`src/design/rrts_pkg.sv`:
```
// Shared types and codes for the round-robin task scheduler.
package rrts_pkg;

   localparam int KIND_W   = 2;
   localparam int ENTRY_W  = 32;
   localparam int STATUS_W = 2;
   localparam int ID_W     = 6;

   localparam logic [KIND_W-1:0] KIND_CREATE = 2'd0;
   localparam logic [KIND_W-1:0] KIND_YIELD  = 2'd1;
   localparam logic [KIND_W-1:0] KIND_EXIT   = 2'd2;

   localparam logic [STATUS_W-1:0] STATUS_OK    = 2'd0;
   localparam logic [STATUS_W-1:0] STATUS_FULL  = 2'd1;
   localparam logic [STATUS_W-1:0] STATUS_NULL  = 2'd2;

   typedef enum logic [1:0] {
      ST_IDLE,
      ST_SCAN,
      ST_RESP
   } state_type;

   typedef struct packed {
      logic start;
      logic step;
   } scan_ctrl_type;

   typedef struct packed {
      logic hit;
      logic last;
   } scan_stat_type;

endpackage

```
`src/design/rrts_scan.sv`:
```
// Round-robin slot scanner: visits one candidate slot per cycle while start or step is set.
module rrts_scan import rrts_pkg::*; #(
   parameter int SLOTS = 8
) (
   input  logic                             clock,
   input  logic                             reset,
   input  scan_ctrl_type                    ctrl,
   input  logic [$clog2(SLOTS)-1:0]         start_id,
   input  logic [$clog2(SLOTS+1)-1:0]       count,
   input  logic [SLOTS-1:0]                 mask,
   output logic [$clog2(SLOTS)-1:0]         cand,
   output scan_stat_type                    stat
);
   localparam int IdxW = $clog2(SLOTS);
   localparam int CntW = $clog2(SLOTS + 1);

   logic [IdxW-1:0] cand_ff, cand_in;
   logic [CntW-1:0] left_ff, left_in;
   logic [IdxW-1:0] base;
   logic [CntW-1:0] base_inc;

   // Next slot modulo the task count
   always_comb begin
      base     = ctrl.start ? start_id : cand_ff;
      base_inc = CntW'(base) + CntW'(1);
      cand_in  = cand_ff;
      left_in  = left_ff;
      if (ctrl.start) begin
         cand_in = (base_inc == count) ? '0 : base_inc[IdxW-1:0];
         left_in = count - CntW'(1);
      end else if (ctrl.step) begin
         cand_in = (base_inc == count) ? '0 : base_inc[IdxW-1:0];
         left_in = left_ff - CntW'(1);
      end
   end

   always_ff @(posedge clock) begin
      if (reset) begin
         cand_ff <= '0;
         left_ff <= '0;
      end else begin
         cand_ff <= cand_in;
         left_ff <= left_in;
      end
   end

   assign cand      = cand_ff;
   assign stat.hit  = mask[cand_ff];
   assign stat.last = (left_ff == CntW'(1));

endmodule

```
`config.mk`:
```
export PLATFORM = sky130hd
export DESIGN_NAME = rrts_scan
export DESIGN_NICKNAME = d
export VERILOG_FILES = /design/src/design/rrts_pkg.sv /design/src/design/rrts_scan.sv
export SDC_FILE = /design/constraint.sdc
export NUM_CORES = 1
export LEC_CHECK = 0
export BUFFER_PORTS_ARGS = -buffer_cell sky130_fd_sc_hd__buf_4
export CAP_MARGIN = 20
export CORE_MARGIN = 2
export CORE_UTILIZATION = 35
export DETAILED_ROUTE_END_ITERATION = 8
export GPL_TIMING_DRIVEN = 1
export HOLD_SLACK_MARGIN = 0.08
export PLACE_DENSITY = 0.58
export SLEW_MARGIN = 20
export SYNTH_ARGS = -nofsm -noshare
export SYNTH_HDL_FRONTEND = slang
export SYNTH_SLANG_ARGS = --single-unit
```
`constraint.sdc`:
```
create_clock -name clock -period 2.5 [get_ports clock]
set_input_delay 0.25 -clock clock [delete_from_list [all_inputs] [get_ports clock]]
set_output_delay 0.25 -clock clock [all_outputs]
set_load 0.03 [all_outputs]
```
==> flow_summary.ini <==
[floorplanning]
fp.dieH_um = 46.8
rows = 15
die-width_um = 46.8
ioPinCount = 24
initial_core_util_pct = 37.2
coreArea_sq_mm = 0.00173
die_area_sq_mm = 0.00219

[timing]
fin_ws_ns = 0.488
final_hold_viol_count = 0
max_freq_mhz = 497
tns_ns = 0
tightest_slew_ns = 0.541
fin_crit_sh_pct = 80.5
grt_setup_unrepaired = false
fin_skew_ns = 0.00175
final-setup-viol-count = 0
fin_crit_ns = 2.01
slew_headroom_pct = 63.8
maxSlewViolCount = 0

[worst_setup_path]
crit_chain = mux4_1, mux2_2, buf_4
slowest_delay_ns = 0.58
crit_path_top_delay_cell = mux4_1
worst-setup-path-type = reg2out
startpoint_type = flip-flop
critPathArrivalTime_ns = 1.76
cp_top_family = multiplexers
path_buf_inv = 1
path_max_fanout = 6
rrSetupSlack_ns = 0.74
worstSetupEndpointType = primary output
crit_required_ns = 2.25

[finish]
drive_above_1_share_pct = 40.0
nets = 114
final_cell_count_no_fill = 115
antennaDiodeCount = 0
layout-area-overhead-vs-synth_pct = 33.5
fin_util_pct = 49.6

[pwr]
swShare_pct = 38.8
power_density_mw_per_mm2 = 626
p_comb_share_pct = 49.5
power.switching_mw = 0.208
p_int_mw = 0.329
sequentialPowerShare_pct = 30.5
leakage_nw = 0.378
ir_worst_vdd_uv = 317
power_frac_clock_pct = 20.0

[synthesis]
synthFlopType = dfxtp_1
ys_async_sr_fraction_pct = 0
avgSynthCellArea_sq_um = 9.87
synth_top_cell_by_area = dfxtp_1
synth_nets = 88
synth-seq-cells = 7
synth_top_cells_by_count = dfxtp_1, nor2_1, inv_1
synth_top_family_by_area = multiplexers
syn_area_sq_um = 642
synthCells = 65
synthXorXnorAreaFrac_pct = 15.6
yosys.area_share.simple_pct = 17.2
muxShareOfSynthArea_pct = 17.3
synth_fa_ha_area_share_pct = 7.80
ys_top_cells_by_area = dfxtp_1, ha_1, xnor2_1, mux2_2, mux4_1
ys_seq_area_share_pct = 21.8
yosysMostFrequentCell = dfxtp_1
synth_edf_count = 0
yosys.area.top_type_share_pct = 21.8
synth_cell_types = 31
synth_compound_area_share_pct = 15.0
ys_warn_count = 0

[cts]
cts_tree = yes
postCtsHoldBufs = 0
path_clk_slew_ns = 0.06
cts-root-buf = clkbuf_4
htreeDepth = 1
clk_latency_ns = 0.25
cts_setup_buffers = 0
clockBufferDepth = 2
cts_buffers = 3
cts_resized = 0
cts_sinks = 7

[run]
drv_cap = 0

[drt]
dr.first_iter.drc_count = 8
post-route-drc-count = 0
ant_nets = 0
finalWirelength_um = 1430
vias_per_cell = 4.95
vias = 569
avgRoutedWirePerCell_um = 12.4
drtPass1Iterations = 3

[grt]
grt.total_usage_pct = 16.5
antenna_found_initial = 0
grt_pass1_vias = 546
grt_pass1_wl_um = 2460
overflow = 0
grt_max_degree = 14

[place]
pre_cts_ws_ns = 0.688
gp_congestion = 0.745
io_buffers = 23
dp_cells = 111
hpwl_um = 1170

[status]
status = complete, no violations

[worst_hold_path]
worstHoldPathType = in2reg
[stage by stage]
step                cell area [sq um]  power, mW  hold WS [ns]
floorplan                         642      0.348         0.349
global placement                  831      0.433         0.504
detailed placement                831      0.433         0.509
CTS                               857      0.545         0.234
global route                      857      0.575         0.228
finish                            857      0.537         0.238
[cell families after synthesis]
logic type               count (synthesis)
buffers and inverters                    7
flip-flops                               7
AND/OR/NAND/NOR                         20
XOR/XNOR                                 9
multiplexers                             7
adder cells (fa/ha/maj)                  4
AO/OA/AOI/OAI                           11
[area by class of cell]
class / count / area, sq um
sequential: 7 / 140
inverter: 5 / 18.8
fill: 175 / 870
tap: 25 / 31.3
clock buffer: 4 / 26.3
timing repair buffer: 23 / 173
multi-input combinational: 51 / 468
[final timing paths]
kind,from,to,cells after the start
max,cand[0],stat[1],3
min,count[0],left_ff[0],2
max reg2reg,cand[0],cand[0],5
min reg2reg,left_ff[3],left_ff[3],3
[layer usage]
metal	part of all wire, %	GRT usage [%]	vias to the layer above
met2	52	27.9	9
met1	44	19.0	262
li1	-	-	296
met3	3.2	5.77	2
met4	0.91	6.67	0
met5	0	0	-
[worst register-to-register path, cell delays in order (launching register included)]
cell     delay, ns
dfxtp_1       0.39
mux2_4        0.34
ha_1          0.24
xnor3_1       0.40
a32oi_2       0.18
o41ai_2       0.10
[power groups by stage]
| stage | Clock [mW] | Sequential, mW | Combinational [mW] |
|---|---|---|---|
| 2_1_floorplan | 0 | 0.185 | 0.162 |
| 3_3_place_gp | 0 | 0.167 | 0.266 |
| 3_5_place_dp | 0 | 0.167 | 0.266 |
| 4_1_cts | 0.112 | 0.164 | 0.268 |
| 5_1_grt | 0.119 | 0.168 | 0.287 |
| 6_report | 0.108 | 0.164 | 0.266 |
[cell usage in the layout, fill, tap and decap left out, types with 2 or more instances in the layout]
master,count
nand2_1,4
ha_1,4
xnor2_1,4
dfxtp_1,7
xor2_1,3
clkbuf_4,3
a32oi_1,2
inv_1,5
a211oi_1,3
nor3b_1,2
nor3_1,3
mux2_2,3
buf_4,23
nor2_1,6
[flip-flops by register name, indices dropped and copies added (netlist names)]
name and cells:
left_ff 4, cand 3
Note: power is estimated with default switching activity, not from simulation.
